[config.mk]
export PLATFORM = sky130hd
export DESIGN_NAME = roc_isqrt
export DESIGN_NICKNAME = d
export VERILOG_FILES = /design/src/hw/rtl/roc_pkg.sv /design/src/hw/rtl/roc_isqrt.sv
export SDC_FILE = /design/constraint.sdc
export NUM_CORES = 1
export LEC_CHECK = 0
export ABC_AREA = 1
export BUFFER_PORTS_ARGS = -buffer_cell sky130_fd_sc_hd__buf_2
export CORE_MARGIN = 5
export CORE_UTILIZATION = 60
export CTS_CLUSTER_SIZE = 8
export DETAILED_ROUTE_END_ITERATION = 10
export GPL_TIMING_DRIVEN = 0
export PLACE_DENSITY = 0.82
export SLEW_MARGIN = 40
export SYNTH_ARGS = -nofsm -noshare
export SYNTH_HDL_FRONTEND = slang
export SYNTH_SLANG_ARGS = --single-unit
export TNS_END_PERCENT = 10
[constraint.sdc]
create_clock -name clk -period 5.5 [get_ports clk]
set_clock_uncertainty 0.15 [all_clocks]
set_input_delay 0.275 -clock clk [delete_from_list [all_inputs] [get_ports clk]]
set_output_delay 0.275 -clock clk [all_outputs]
set_load 0.02 [all_outputs]
[src/hw/rtl/roc_pkg.sv]
// Shared types, constants and tables for the ray/rectangle occlusion core.
// Holds the item structs, the sequencer state enum and the CORDIC angle table.
// No dependencies.
package roc_pkg;

    localparam int DEFAULT_MAX_ENTRIES = 64;
    localparam int CFG_W               = 7;
    localparam int SLOT_W              = 6;

    localparam int CORDIC_STEPS = 30;
    localparam int CORDIC_W     = 34;
    localparam int STEP_W       = 5;
    localparam logic signed [CORDIC_W-1:0] CORDIC_GAIN = 34'sd652032874;

    localparam int DIFF_W    = 19;
    localparam int PROD_W    = CORDIC_W + DIFF_W;
    localparam int SQ_IN_W   = 38;
    localparam int SQ_ROOT_W = SQ_IN_W / 2;
    localparam int DIST_W    = SQ_ROOT_W - 1;
    localparam int POS_W     = 24;
    localparam int ROUND_SH  = 30;

    typedef struct packed {
        logic               mode;
        logic [5:0]         entry_index;
        logic signed [15:0] rect_left;
        logic signed [15:0] rect_top;
        logic [15:0]        rect_width;
        logic [15:0]        rect_height;
        logic               blocks_light;
        logic signed [15:0] light_x;
        logic signed [15:0] light_y;
        logic [15:0]        light_radius;
        logic [15:0]        ray_angle;
        logic               casts_shadows;
    } in_item_t;

    typedef struct packed {
        logic [15:0]        ray_length;
        logic signed [15:0] end_x;
        logic signed [15:0] end_y;
        logic               was_blocked;
    } out_item_t;

    typedef struct packed {
        logic               blocks;
        logic signed [15:0] top;
        logic signed [15:0] left;
        logic [15:0]        height;
        logic [15:0]        width;
    } entry_t;

    typedef enum logic [3:0] {
        ST_IDLE,
        ST_CORDIC,
        ST_READ,
        ST_CHECK,
        ST_SQX,
        ST_SQY,
        ST_SUM,
        ST_SQRT,
        ST_PX,
        ST_PY,
        ST_TEST,
        ST_FIN_X,
        ST_FIN_Y,
        ST_END,
        ST_OUT
    } state_t;

    localparam logic MODE_LOAD = 1'b0;
    localparam logic MODE_CAST = 1'b1;

    function automatic logic [29:0] atan_turn(input logic [STEP_W-1:0] i);
        logic [29:0] v;
        case (i)
            5'd0:    v = 30'd536870912;
            5'd1:    v = 30'd316933406;
            5'd2:    v = 30'd167458907;
            5'd3:    v = 30'd85004756;
            5'd4:    v = 30'd42667331;
            5'd5:    v = 30'd21354465;
            5'd6:    v = 30'd10679838;
            5'd7:    v = 30'd5340245;
            5'd8:    v = 30'd2670163;
            5'd9:    v = 30'd1335087;
            5'd10:   v = 30'd667544;
            5'd11:   v = 30'd333772;
            5'd12:   v = 30'd166886;
            5'd13:   v = 30'd83443;
            5'd14:   v = 30'd41722;
            5'd15:   v = 30'd20861;
            5'd16:   v = 30'd10430;
            5'd17:   v = 30'd5215;
            5'd18:   v = 30'd2608;
            5'd19:   v = 30'd1304;
            5'd20:   v = 30'd652;
            5'd21:   v = 30'd326;
            5'd22:   v = 30'd163;
            5'd23:   v = 30'd81;
            5'd24:   v = 30'd41;
            5'd25:   v = 30'd20;
            5'd26:   v = 30'd10;
            5'd27:   v = 30'd5;
            5'd28:   v = 30'd3;
            5'd29:   v = 30'd1;
            default: v = 30'd0;
        endcase
        return v;
    endfunction

    function automatic logic signed [15:0] sat16(input logic signed [POS_W-1:0] v);
        logic signed [15:0] r;
        if (v > 24'sd32767)
            r = 16'sh7FFF;
        else if (v < -24'sd32768)
            r = 16'sh8000;
        else
            r = v[15:0];
        return r;
    endfunction

endpackage

[src/hw/rtl/roc_isqrt.sv]
// Iterative integer square root, one result bit per cycle.
// Depends on roc_pkg for widths.
module roc_isqrt
    import roc_pkg::*;
(
    input  logic                 clk,
    input  logic                 rst_n,
    input  logic                 start,
    input  logic [SQ_IN_W-1:0]   radicand,
    output logic                 done,
    output logic [SQ_ROOT_W-1:0] root
);

    localparam int REM_W = SQ_ROOT_W + 2;
    localparam int CNT_W = $clog2(SQ_ROOT_W + 1);

    logic [SQ_IN_W-1:0]   rad_reg;
    logic [REM_W-1:0]     rem_reg;
    logic [SQ_ROOT_W-1:0] root_reg;
    logic [CNT_W-1:0]     cnt_reg;
    logic                 busy_reg;
    logic                 done_reg;

    logic [REM_W+1:0] rem_shift;
    logic [REM_W+1:0] trial;
    logic             take;

    assign rem_shift = {rem_reg, rad_reg[SQ_IN_W-1 -: 2]};
    assign trial     = {2'b00, root_reg, 2'b01};
    assign take      = (rem_shift >= trial);

    always_ff @(posedge clk or negedge rst_n)
    begin
        if (!rst_n)
        begin
            busy_reg <= 1'b0;
            done_reg <= 1'b0;
            cnt_reg  <= '0;
        end
        else
        begin
            done_reg <= 1'b0;
            if (start)
            begin
                busy_reg <= 1'b1;
                cnt_reg  <= CNT_W'(SQ_ROOT_W - 1);
            end
            else if (busy_reg)
            begin
                if (cnt_reg == '0)
                begin
                    busy_reg <= 1'b0;
                    done_reg <= 1'b1;
                end
                else
                begin
                    cnt_reg <= cnt_reg - 1'b1;
                end
            end
        end
    end

    always_ff @(posedge clk)
    begin
        if (start)
        begin
            rad_reg  <= radicand;
            rem_reg  <= '0;
            root_reg <= '0;
        end
        else if (busy_reg)
        begin
            rad_reg <= {rad_reg[SQ_IN_W-3:0], 2'b00};
            if (take)
            begin
                rem_reg  <= REM_W'(rem_shift - trial);
                root_reg <= {root_reg[SQ_ROOT_W-2:0], 1'b1};
            end
            else
            begin
                rem_reg  <= REM_W'(rem_shift);
                root_reg <= {root_reg[SQ_ROOT_W-2:0], 1'b0};
            end
        end
    end

    assign done = done_reg;
    assign root = root_reg;

    a_start_idle: assert property (@(posedge clk) disable iff (!rst_n)
        start |-> !busy_reg)
        else $error("square root restarted while busy");

    a_done_after_busy: assert property (@(posedge clk) disable iff (!rst_n)
        done_reg |-> $past(busy_reg) && !busy_reg)
        else $error("square root done without a run");

    a_count_range: assert property (@(posedge clk) disable iff (!rst_n)
        busy_reg |-> cnt_reg < CNT_W'(SQ_ROOT_W))
        else $error("square root step count out of range");

endmodule

; Word-level counts from Yosys, hierarchy flattened
; Cells that the tools add are included.
[classes]
muxes = 13
magnitude_cmp = 1
n_eq_ne = 1
n_reduce_logical = 3
addsub = 2
[ops]
columns = op, count
row1 = $mux 38, 2
row2 = $ge 23x21->1, 1
row3 = $mux 21, 1
row4 = $sub 21x21->21, 1
row5 = $mux 5, 3
row6 = $mux 1, 7
row7 = $logic_not 5->1, 1
row8 = $sub 5x1->5 const B, 1
row9 = $ne 2x2->1 const B, 1
row10 = $reduce_and 2->1, 1
row11 = $reduce_bool 2->1, 1
[word_totals]
regBits = 85
in_bits = 41
wordCells = 26

; Depth between registers and ports, before layout
; Gate-level depths: netlist (run 1).
[depth]
depth_word = 4
mapped_depth = 17
depth_no_buf = 16

; Worst setup path before layout (run 1)
; Ideal clock, no wire load.
[synth_timing]
kind = register to register
startpoint = register busy_reg
endpoint = register rad_reg[0] (enable)
slack_ns = 2.921
t_arrival_ns = 2.012
required_ns = 4.933
path_stages_with_launch = 5
path_cell_list = dfrtp_1 nor2_1 inv_1 clkbuf_1 buf_1
[synth_between]
elab_chain_len = 1
[synth_lines]
columns = item, line
row1 = from (decl), roc_isqrt.sv:21  ; logic busy_reg;
row2 = from (signal assigned), roc_isqrt.sv:36  ; busy_reg <= 1'b0;
row3 = from (signal assigned), roc_isqrt.sv:45  ; busy_reg <= 1'b1;
row4 = from (signal assigned), roc_isqrt.sv:52  ; busy_reg <= 1'b0;
row5 = $reduce_bool 2->1 (no line), -
row6 = to (signal assigned), roc_isqrt.sv:67  ; rad_reg <= radicand;
row7 = to (signal assigned), roc_isqrt.sv:73  ; rad_reg <= {rad_reg[SQ_IN_W-3:0], 2'b00};
row8 = to (decl), roc_isqrt.sv:17  ; logic [SQ_IN_W-1:0] rad_reg;
; No other way between the ends.
; A chain may end at the register's enable or synchronous reset.

; Worst setup path after layout (run 1)
[layout_timing]
startpoint = register root_reg[0] (netlist: root[0])
endpoint = register rem_reg[14]
[layout_between]
elab_chain_len = 2
[layout_lines]
columns = item, line
row1 = from (decl), roc_isqrt.sv:19  ; logic [SQ_ROOT_W-1:0] root_reg;
row2 = from (signal assigned), roc_isqrt.sv:77  ; root_reg <= {root_reg[SQ_ROOT_W-2:0], 1'b1};
row3 = from (signal assigned), roc_isqrt.sv:82  ; root_reg <= {root_reg[SQ_ROOT_W-2:0], 1'b0};
row4 = $sub 21x21->21 / $ge 23x21->1 (equally long branches), "roc_isqrt.sv:76, roc_isqrt.sv:30"
row5 = $mux 21 *, roc_isqrt.sv:74  ; if (take)
row6 = to (signal assigned), roc_isqrt.sv:76  ; rem_reg <= REM_W'(rem_shift - trial);
row7 = to (signal assigned), roc_isqrt.sv:81  ; rem_reg <= REM_W'(rem_shift);
row8 = to (decl), roc_isqrt.sv:18  ; logic [REM_W-1:0] rem_reg;
; Every way passes the cells marked *; elsewhere a longest branch is shown, timed or not.

==> flow_summary.json, run 1 <==
{
  "hpwl_um": 9850,
  "worstHoldPathCells": 3,
  "grt_usage": 0.259,
  "firstDrtPassIters": 5,
  "routed_wl_um": 12600,
  "drc": 0,
  "die-area_um2": 10400,
  "dp.cells": 898,
  "gp_congestion": 0.981,
  "crit_fanout": 10,
  "io_pins": 61,
  "holdPathEnd": "rad_reg[0]$_SDFFCE_PN0P_",
  "fin_nets": 869,
  "layout_common_cells": "nand2_1 (301), inv_1 (108), buf_2 (66), nor2_1 (57), dfxtp_1 (40)",
  "maxSlewViolCount": 0,
  "top_layer_used": "met4",
  "crit_type": "flip-flop to flip-flop",
  "ir_drop_v": 0.000236,
  "powerDensity_nw_per_um2": 535,
  "required_ns": 5.60,
  "synth.yosys.warnings": 0,
  "final_cells": 915,
  "ys_seq_elements": 85,
  "insertion_delay_ns": 0.36,
  "cts.clk_slew.worst_paths_ns": 0.08,
  "met3_length_um": 1010,
  "num_rows": 33,
  "syn-instance-count": 731,
  "htree_levels": 3,
  "endpoint_kind": "flip-flop",
  "grt_pass1_vias": 4619,
  "synth.top_cell.area_share": 0.224,
  "port_buffers": 60,
  "cts.sinks": 85,
  "yosysSeqAreaShare": 0.415,
  "syn_area_um2": 5100,
  "finalHoldViolCount": 0,
  "start_util": 0.618,
  "cts_buffer_depth": 2,
  "num_antenna_cells": 0,
  "rsz0062_at_grt": "no",
  "syn_nets": 795,
  "wl_per_cell_um": 13.8,
  "layout_commonest_cell": "nand2_1",
  "synth.avg_cell_area_um2": 6.98,
  "drtAntennaViolNets": 0,
  "synthFlopType": "dfxtp_1",
  "vias": 4800,
  "power_w": 0.00311,
  "hold_path.startpoint": "radicand[0]",
  "setup_tns_ns": 0,
  "tightest_slew_ns": 0.584,
  "synthDistinctLibCells": 34,
  "outcome": "finished, final reports clean",
  "timing.rr.end": "rem_reg[14]$_SDFFE_PP0P_",
  "m1WireLength_um": 5250,
  "fmax_mhz": 420,
  "cts_resized": 0,
  "ys_top_cells_by_area": "edfxtp_1 (22%), nand2_1 (22%), dfxtp_1 (16%), inv_1 (7.9%), ha_1 (5.6%)",
  "die_w_um": 102,
  "antenna_found_initial": 0,
  "syn_to_final_growth_pct": 14.0,
  "min_path_type": "primary input to flip-flop",
  "die_h_um": 102,
  "clockRootBuffer": "clkbuf_8",
  "synth_top_area_cell": "edfxtp_1",
  "tritoncts": "yes",
  "synth_edf_count": 38,
  "setup_viol": 0,
  "grt_start_max_net_pins": 22,
  "r2r_start": "root[0]$_SDFFE_PP0P_",
  "overflow": 0,
  "reg2reg_slack_ns": 3.12,
  "critPathLaunchType": "flip-flop",
  "drtIter0Drc": 361,
  "grt_first_pass_wirelength_um": 21300,
  "r2r_cells": 14,
  "post-route-period-util": 0.433,
  "met2_length_um": 6130,
  "cts_made_buffers": 9,
  "arrival_ns": 2.48,
  "drive_above_1_share": 0.130,
  "viasPerCell": 5.25,
  "cellLeakagePower_nw": 3.13,
  "ys_async_sr_fraction": 0.0824,
  "drv_cap": 0,
  "largest_reg_flops": 38,
  "fin_crit_ns": 2.38,
  "maxSlewHeadroom": 0.611,
  "core_area_um2": 8260
}
[kinds of logic (layout without fill, tap and decap cells)]
group / after synthesis / after routing / share of synthesized area
compound gates: 54 / 54 / 0.0601
xor+xnor: 11 / 11 / 0.0189
flops: 85 / 85 / 0.415
simple gates: 426 / 426 / 0.348
buf+inv: 132 / 211 / 0.102
fa+ha+maj: 23 / 23 / 0.0564
[critical path, stage by stage (launching register included)]
cell	delay, ns
dfxtp_1	0.37
inv_1	0.07
ha_1	0.28
buf_2	0.18
o21ai_1	0.09
nand2_1	0.15
nand2_1	0.11
nand2_2	0.09
nand2_2	0.09
nand4_4	0.21
buf_8	0.23
nand3_2	0.08
nand3_1	0.08
nand2_1	0.07
inv_1	0.04
[how the worst max path moves through the flow]
stage | startpoint | end | depth (start not counted)
6_report | root[0]$_SDFFE_PP0P_ | rem_reg[14]$_SDFFE_PP0P_ | 14
5_1_grt | root[0]$_SDFFE_PP0P_ | rem_reg[19]$_SDFFE_PP0P_ | 14
4_1_cts | root[0]$_SDFFE_PP0P_ | rem_reg[15]$_SDFFE_PP0P_ | 14
3_5_place_dp | root[0]$_SDFFE_PP0P_ | rem_reg[14]$_SDFFE_PP0P_ | 14
3_3_place_gp | busy_reg$_DFF_PN0_ | rad_reg[26]$_DFFE_PP_ | 4
2_1_floorplan | busy_reg$_DFF_PN0_ | rad_reg[0]$_SDFFCE_PN0P_ | 4
[cell usage after synthesis, types with 2 or more instances]
master / instances
nand2_1: 301
inv_1: 108
nor2_1: 57
dfxtp_1: 40
edfxtp_1: 38
nand3_1: 28
ha_1: 23
o22ai_1: 18
a21oi_1: 17
nand4_1: 16
clkbuf_1: 11
o21ai_1: 8
dfrtp_1: 7
nand2_2: 7
xor2_1: 7
o21ai_0: 6
buf_2: 5
nand3_2: 4
nor2_2: 4
xnor2_1: 4
buf_1: 3
inv_2: 2
nor2_4: 2
nor3_1: 2
o211ai_1: 2
o21bai_1: 2
or2_0: 2
[cell type report]
class / count / area [um2]
clock inverters: 6 / 86.3
plain buffers: 21 / 105
fillers: 725 / 2440
inverters: 111 / 417
multi-input cells: 514 / 2460
repair buffers: 63 / 365
well taps: 105 / 131
flip-flops and latches: 85 / 2120
clock buffers: 10 / 128
[through the flow]
step	area [um2]	setup WS, ns	utilization	hold WS (ns)
4_1_cts	5810	3.15	0.704	0.0190
3_3_place_gp	5530	2.18	0.670	-0.0416
3_5_place_dp	5590	3.19	0.677	-0.0318
5_1_grt	5810	2.97	0.704	0.0327
2_1_floorplan	5100	2.92	-	-0.171
6_report	5810	3.12	0.704	0.0286
[power breakdown]
group / total, W / internal, W / switching (W)
Combinational: 0.00179 / 0.000627 / 0.00116
Clock: 0.000484 / 0.000256 / 0.000228
Sequential: 0.000841 / 0.000772 / 0.0000686
Total: 0.00311 / 0.00165 / 0.00146
[repair_timing]
item                                   in CTS  in global routing
setup endpoints to repair                   0                  0
endpoints found under the hold margin       7                  0
hold buffers                                1                  0
buffers inserted                            0                  0
[routing by layer]
layer,vias to the layer above,track usage
li1,2438,-
met4,0,0.0737
met2,187,0.449
met5,-,0
met1,2154,0.332
met3,21,0.0485
Power figures use the tool's default switching activity.
==> run 2, diff against run 1 <==
--- a/config.mk
+++ b/config.mk
@@ -5,14 +5,14 @@
 export SDC_FILE = /design/constraint.sdc
 export NUM_CORES = 1
 export LEC_CHECK = 0
-export ABC_AREA = 1
+export ABC_AREA = 0
 export BUFFER_PORTS_ARGS = -buffer_cell sky130_fd_sc_hd__buf_2
 export CORE_MARGIN = 5
-export CORE_UTILIZATION = 60
+export CORE_UTILIZATION = 53
 export CTS_CLUSTER_SIZE = 8
 export DETAILED_ROUTE_END_ITERATION = 10
 export GPL_TIMING_DRIVEN = 0
-export PLACE_DENSITY = 0.82
+export PLACE_DENSITY = 0.77
 export SLEW_MARGIN = 40
 export SYNTH_ARGS = -nofsm -noshare
 export SYNTH_HDL_FRONTEND = slang
==> constraint.sdc (replaced) <==
create_clock -name clk -period 2 [get_ports clk]
set_clock_uncertainty 0.15 [all_clocks]
set_input_delay 0.1 -clock clk [delete_from_list [all_inputs] [get_ports clk]]
set_output_delay 0.1 -clock clk [all_outputs]
set_load 0.02 [all_outputs]
==> run 2 against run 1 <==
- the run now ends with negative setup slack left
- core utilization rose by 4.2 points
- final cell count fell by 23%
- via count fell by 14%
- flip-flop and latch count is the same
- sequential share of layout area decreased by 3.1 points
- critical path depth shrank 5
- maximum frequency decreased by 8.1%
- sequential power grew to 3.0 times the previous value
- count of clock-buffer cells in the layout decreased by 1
- total power grew to 3.1 times the previous value
- non-clock buffer count grew 65
- first-iteration DRC count is 36% lower
==> flow_summary.json, run 2 <==
{
  "drc": 0,
  "min_path_type": "primary input to flip-flop",
  "core_area_um2": 8720,
  "num_antenna_cells": 0,
  "endpoint_kind": "flip-flop",
  "grt_first_pass_wirelength_um": 21300,
  "final_cells": 707,
  "drv_cap": 0,
  "clockRootBuffer": "clkbuf_8",
  "cp_slowest_cell": "dfxtp_1",
  "ir_drop_v": 0.000662,
  "layout_commonest_cell": "buf_2",
  "ff_latch_area_um2": 2170,
  "drtAntennaViolNets": 0,
  "firstDrtPassIters": 5,
  "outcome": "complete, but fails checks",
  "io_pins": 61,
  "synth.top_cell.area_share": 0.240,
  "ys_seq_elements": 85,
  "crit_type": "flip-flop to flip-flop",
  "gp_congestion": 0.929,
  "setup_viol": 25,
  "critPathTopFamily": "compound AO/OA/AOI/OAI gates",
  "drtIter0Drc": 230,
  "die-area_um2": 10900,
  "tightest_slew_ns": 0.804,
  "grt_pass1_vias": 4182,
  "post-route-period-util": 1.30,
  "grt_start_max_net_pins": 39,
  "path_cells": "ha_4, a21oi_1, nand2_1, o211ai_4, o21ai_4, a21oi_4, buf_6, nand2_2, a311oi_2",
  "synthFlopType": "dfxtp_1",
  "dp.cells": 623,
  "syn-instance-count": 455,
  "die_h_um": 105,
  "critPathLaunchType": "flip-flop",
  "synth.avg_cell_area_um2": 10.4,
  "insertion_delay_ns": 0.38,
  "drive_above_1_share": 0.427,
  "cts_made_buffers": 9,
  "synth_common_cells": "nor2_1 (47), dfxtp_1 (40), edfxtp_1 (38)",
  "routed_wl_um": 13400,
  "fmax_mhz": 386,
  "ys_top_cells_by_area": "edfxtp_1 (24%), dfxtp_1 (17%), mux2_2 (8.5%), ha_1 (6.1%), mux2i_1 (4.4%)",
  "violations": "negative setup slack",
  "htree_levels": 3,
  "num_rows": 34,
  "required_ns": 2.14,
  "syn_nets": 519,
  "antenna_found_initial": 0,
  "tritoncts": "yes",
  "grt_usage": 0.241,
  "multi_input_area_um2": 2810,
  "maxSlewHeadroom": 0.464,
  "slowest_delay_ns": 0.44,
  "wl_per_cell_um": 19.0,
  "arrival_ns": 2.73,
  "syn_to_final_growth_pct": 37.1,
  "rsz0062_at_grt": "yes",
  "powerDensity_nw_per_um2": 1480,
  "fin_crit_ns": 2.59,
  "synth_top_area_cell": "edfxtp_1",
  "place_ws_ns": -0.527,
  "synthDistinctLibCells": 55,
  "critPathBufInv": 1,
  "layout_setup_ws_ns": -0.591,
  "synth.yosys.warnings": 0,
  "die_w_um": 105,
  "maxSlewViolCount": 0,
  "vias": 4105,
  "cts.clk_slew.worst_paths_ns": 0.10,
  "viasPerCell": 5.81,
  "cts.sinks": 85,
  "yosysSeqAreaShare": 0.446,
  "largest_reg_flops": 38,
  "ys_async_sr_fraction": 0.0824,
  "start_util": 0.544,
  "synth_most_common_cell": "nor2_1",
  "layout_common_cells": "buf_2 (60), nor2_1 (44), dlygate4sd3_1 (41), edfxtp_1 (38), mux2_2 (36)",
  "fin_nets": 658,
  "cellLeakagePower_nw": 2.74,
  "synth_edf_count": 38,
  "syn_area_um2": 4750,
  "hpwl_um": 7850,
  "crit_fanout": 6,
  "cts_buffer_depth": 2,
  "overflow": 0,
  "port_buffers": 60,
  "finalHoldViolCount": 0,
  "fillers": 566,
  "postLayoutCoreUtil": 0.746
}
run 2: cell types whose count changed in the layout (fill, tap and decap cells not counted), moves of 16 or more:
cell	previous run	this run
o22ai_1	18	1
dlygate4sd3_1	1	41
buf_4	0	21
mux2i_1	0	20
nand2_1	301	25
ha_4	0	16
ha_1	23	4
mux2_2	0	36
nand3_1	28	9
dfxtp_1	40	18
inv_1	108	17
run 2: worst register-to-register path, stage by stage, from the launching register on:
cell and delay, ns:
dfxtp_1 0.44, ha_4 0.26, a21oi_1 0.26, nand2_1 0.19, o211ai_4 0.27, o21ai_4 0.11, a21oi_4 0.31, buf_6 0.18
nand2_2 0.06, a311oi_2 0.28
run 2: path summary, 6_finish.rpt:
path                                          from                        to  slack (ns)  cells past startpoint
setup / recovery           rem_reg[1]$_SDFFE_PP0P_  rem_reg[14]$_SDFFE_PP0P_       -0.59                      9
hold / removal                               start            done$_DFF_PN0_        0.14                      3
setup reg to reg           rem_reg[1]$_SDFFE_PP0P_  rem_reg[14]$_SDFFE_PP0P_       -0.59                      9
hold reg to reg               root[5]$_SDFFE_PP0P_      root[5]$_SDFFE_PP0P_        0.37                      2
max in group asynchronous                    rst_n    cnt_reg[3]$_DFFE_PN0P_        0.91                      3
min in group asynchronous                    rst_n        busy_reg$_DFF_PN0_        0.55                      3
run 2: layout make-up:
class,count,share of cell area
Sequential cell,85,0.333
Inverter,27,0.0163
Clock buffer,9,0.0190
Buffer,18,0.0156
Timing Repair Buffer,131,0.151
Tap cell,108,0.0208
Multi-Input combinational cell,322,0.432
Clock inverter,7,0.0117
run 2: cell families (layout without fill, tap and decap cells):
family                     count (synthesis)  after routing  synth area share
adders and majority gates                 23             23            0.0606
muxes                                     57             57             0.130
AOI/OAI and AO/OA                         78             78             0.134
xor gates and xnor gates                  19             19            0.0351
buffers and inverters                     48            192            0.0443
DFF                                       85             85             0.446
and+or+nand+nor                          145            145             0.150
run 2: metrics by stage:
step	instance area (um2)	hold slack, ns	total power (W)	TNS, ns
floorplan	5010	-0.346	0.00598	-5.06
global placement	5450	-0.210	0.00668	-26.08
detailed placement	5450	-0.209	0.00683	-12.63
CTS	6380	0.0825	0.00918	-8.55
global route	6510	0.149	0.0102	-13.49
finish	6510	0.140	0.00965	-11.59
run 2: metal layers:
metal	GRT usage	up-vias	routed length, um
li1	-	1917	-
met1	0.293	1981	5330
met2	0.422	158	6850
met3	0.0462	49	787
met4	0.0922	0	435
met5	0	-	0
run 2: repair_timing:
action,CTS,global route
hold endpoints to repair,47,0
pin swaps,33,13
buffers inserted,17,9
cloned,3,0
endpoints found under the setup margin,64,72
hold buffers,41,0
gates resized for setup,53,16
run 2: power by group:
group / leakage (nW) / internal [W] / total (W) / switching (W)
Clock: 0.103 / 0.000500 / 0.00128 / 0.000781
Sequential: 0.829 / 0.00220 / 0.00252 / 0.000313
Combinational: 1.80 / 0.00292 / 0.00585 / 0.00293
Total: 2.74 / 0.00562 / 0.00965 / 0.00403
==> run 3, diff against run 2 <==
--- a/config.mk
+++ b/config.mk
@@ -8,11 +8,12 @@
 export ABC_AREA = 0
 export BUFFER_PORTS_ARGS = -buffer_cell sky130_fd_sc_hd__buf_2
 export CORE_MARGIN = 5
-export CORE_UTILIZATION = 53
+export CORE_UTILIZATION = 54
+export CTS_BUF_LIST = sky130_fd_sc_hd__clkbuf_8
 export CTS_CLUSTER_SIZE = 8
 export DETAILED_ROUTE_END_ITERATION = 10
 export GPL_TIMING_DRIVEN = 0
-export PLACE_DENSITY = 0.77
+export PLACE_DENSITY = 0.78
 export SLEW_MARGIN = 40
 export SYNTH_ARGS = -nofsm -noshare
 export SYNTH_HDL_FRONTEND = slang
==> run 3 against run 2 <==
- the run still ends with negative setup slack left
- sequential share of layout area shrank 0.81 points
- total power grew 4.3%
- maximum frequency shrank 0.49%
- wire length grew 4.0%
- critical path depth is the same
- cell area grew 2.6%
- clock power grew 6%
- via count grew 3.7%
- sequential power is essentially flat
==> flow_summary.json, run 3 (synthesized netlist as in run 2, its figures left out) <==
{
  "layout_common_cells": "buf_2 (60), nor2_1 (44), dlygate4sd3_1 (41), edfxtp_1 (38), mux2_2 (36)",
  "maxSlewHeadroom": 0.406,
  "required_ns": 2.13,
  "ir_drop_v": 0.000750,
  "cts_buffer_depth": 2,
  "routed_wl_um": 13900,
  "dp.cells": 623,
  "largest_reg_flops": 38,
  "min_path_type": "primary input to flip-flop",
  "hold_path.startpoint": "start",
  "reg2reg_slack_ns": -0.60,
  "r2r_cells": 9,
  "fillers": 528,
  "whs_ns": 0.168,
  "slowest_delay_ns": 0.44,
  "start_util": 0.550,
  "cellLeakagePower_nw": 2.83,
  "grt_usage": 0.245,
  "post-route-period-util": 1.30,
  "outcome": "complete, but fails checks",
  "endpoint_kind": "flip-flop",
  "setup_viol": 22,
  "drc": 0,
  "grt_pass1_vias": 4341,
  "layout_setup_ws_ns": -0.603,
  "final_cells": 718,
  "drtAntennaViolNets": 0,
  "drtIter0Drc": 294,
  "cp_common_cell": "nand2_2",
  "overflow": 0,
  "wl_per_cell_um": 19.4,
  "rsz0062_at_grt": "yes",
  "critPathTopFamily": "compound AO/OA/AOI/OAI gates",
  "antenna_found_initial": 0,
  "powerDensity_nw_per_um2": 1510,
  "gp_congestion": 0.894,
  "cp_slowest_cell": "dfxtp_1",
  "critPathLaunchType": "flip-flop",
  "fin_crit_ns": 2.60,
  "port_buffers": 60,
  "cts.clk_slew.worst_paths_ns": 0.10,
  "die-area_um2": 10800,
  "fmax_mhz": 384,
  "grt_start_max_net_pins": 39,
  "drive_above_1_share": 0.451,
  "postLayoutCoreUtil": 0.773,
  "finalHoldViolCount": 0,
  "vias": 4257,
  "num_antenna_cells": 0,
  "num_rows": 34,
  "viasPerCell": 5.93,
  "fin_nets": 669,
  "hpwl_um": 7780,
  "maxSlewViolCount": 0,
  "crit_fanout": 6,
  "critPathBufInv": 1,
  "core_area_um2": 8640,
  "cts.sinks": 85,
  "crit_type": "flip-flop to flip-flop",
  "worstHoldPathCells": 3,
  "drv_cap": 0,
  "r2r_start": "rem_reg[1]$_SDFFE_PP0P_",
  "violations": "negative setup slack",
  "arrival_ns": 2.73,
  "syn_to_final_growth_pct": 40.7,
  "insertion_delay_ns": 0.37,
  "die_w_um": 104,
  "htree_levels": 3,
  "worst-path-stages": 9,
  "tritoncts": "yes",
  "die_h_um": 104,
  "layout_commonest_cell": "buf_2",
  "timing.rr.end": "rem_reg[4]$_SDFFE_PP0P_",
  "holdPathEnd": "done$_DFF_PN0_",
  "io_pins": 61,
  "tightest_slew_ns": 0.892,
  "path_cells": "ha_4, a21oi_1, nand2_2, o211ai_4, o21ai_4, a21oi_4, buf_6, nand2_2, a311oi_2",
  "grt_first_pass_wirelength_um": 21400,
  "clockRootBuffer": "clkbuf_8",
  "cts_made_buffers": 9,
  "firstDrtPassIters": 5
}
run 3: stage by stage:
step | cell area, um2 | TNS (ns) | setup WS, ns | total power [W]
floorplan | 5010 | -5.06 | -0.277 | 0.00598
global placement | 5450 | -27.51 | -0.531 | 0.00669
detailed placement | 5450 | -12.38 | -0.571 | 0.00685
CTS | 6570 | -8.43 | -0.448 | 0.00942
global route | 6680 | -13.41 | -0.664 | 0.0105
finish | 6680 | -12.39 | -0.603 | 0.0101
run 3: metal layers:
metal | GRT usage | vias up | share of wire
met2 | 0.430 | 185 | 0.51
met1 | 0.271 | 2072 | 0.37
li1 | - | 1938 | -
met4 | 0.148 | 0 | 0.055
met5 | 0 | - | 0
met3 | 0.0491 | 62 | 0.063
run 3: timing repair:
action,CTS,global route
endpoints found under the hold margin,46,0
resized for setup,67,14
hold buffers,41,0
setup buffers,33,5
gates cloned,3,0
pin swaps,43,17
setup endpoints to repair,63,72
run 3: cell type report:
| cell class | count | area, um2 | area share |
|---|---|---|---|
| Clock buffer | 9 | 124 | 0.0186 |
| Clock inverter | 7 | 86.3 | 0.0129 |
| Inverter | 27 | 104 | 0.0156 |
| Timing Repair Buffer | 141 | 1060 | 0.158 |
| Sequential cell | 85 | 2170 | 0.325 |
| Buffer | 19 | 113 | 0.0169 |
| Multi-Input combinational cell | 322 | 2890 | 0.433 |
| Tap cell | 108 | 135 | 0.0202 |
run 3: worst min-delay path, cell delays in order:
cell      delay (ns)
buf_2           0.09
nand2b_1        0.37
nor2_1          0.09
run 3: power by group:
group / switching (W) / internal (W)
Clock: 0.000751 / 0.000609
Combinational: 0.00317 / 0.00303
Sequential: 0.000306 / 0.00221
Total: 0.00422 / 0.00584
run 3: worst max path at each step:
stage | start | to | slack (ns)
floorplan | root[10]$_SDFFE_PP0P_ | rem_reg[4]$_SDFFE_PP0P_ | -0.28
detailed placement | root[14]$_SDFFE_PP0P_ | rem_reg[16]$_SDFFE_PP0P_ | -0.57
CTS | rad_reg[36]$_DFFE_PP_ | rem_reg[18]$_SDFFE_PP0P_ | -0.45
global placement | root[6]$_SDFFE_PP0P_ | rem_reg[16]$_SDFFE_PP0P_ | -0.53
finish | rem_reg[1]$_SDFFE_PP0P_ | rem_reg[4]$_SDFFE_PP0P_ | -0.60
global route | root[1]$_SDFFE_PP0P_ | rem_reg[4]$_SDFFE_PP0P_ | -0.66
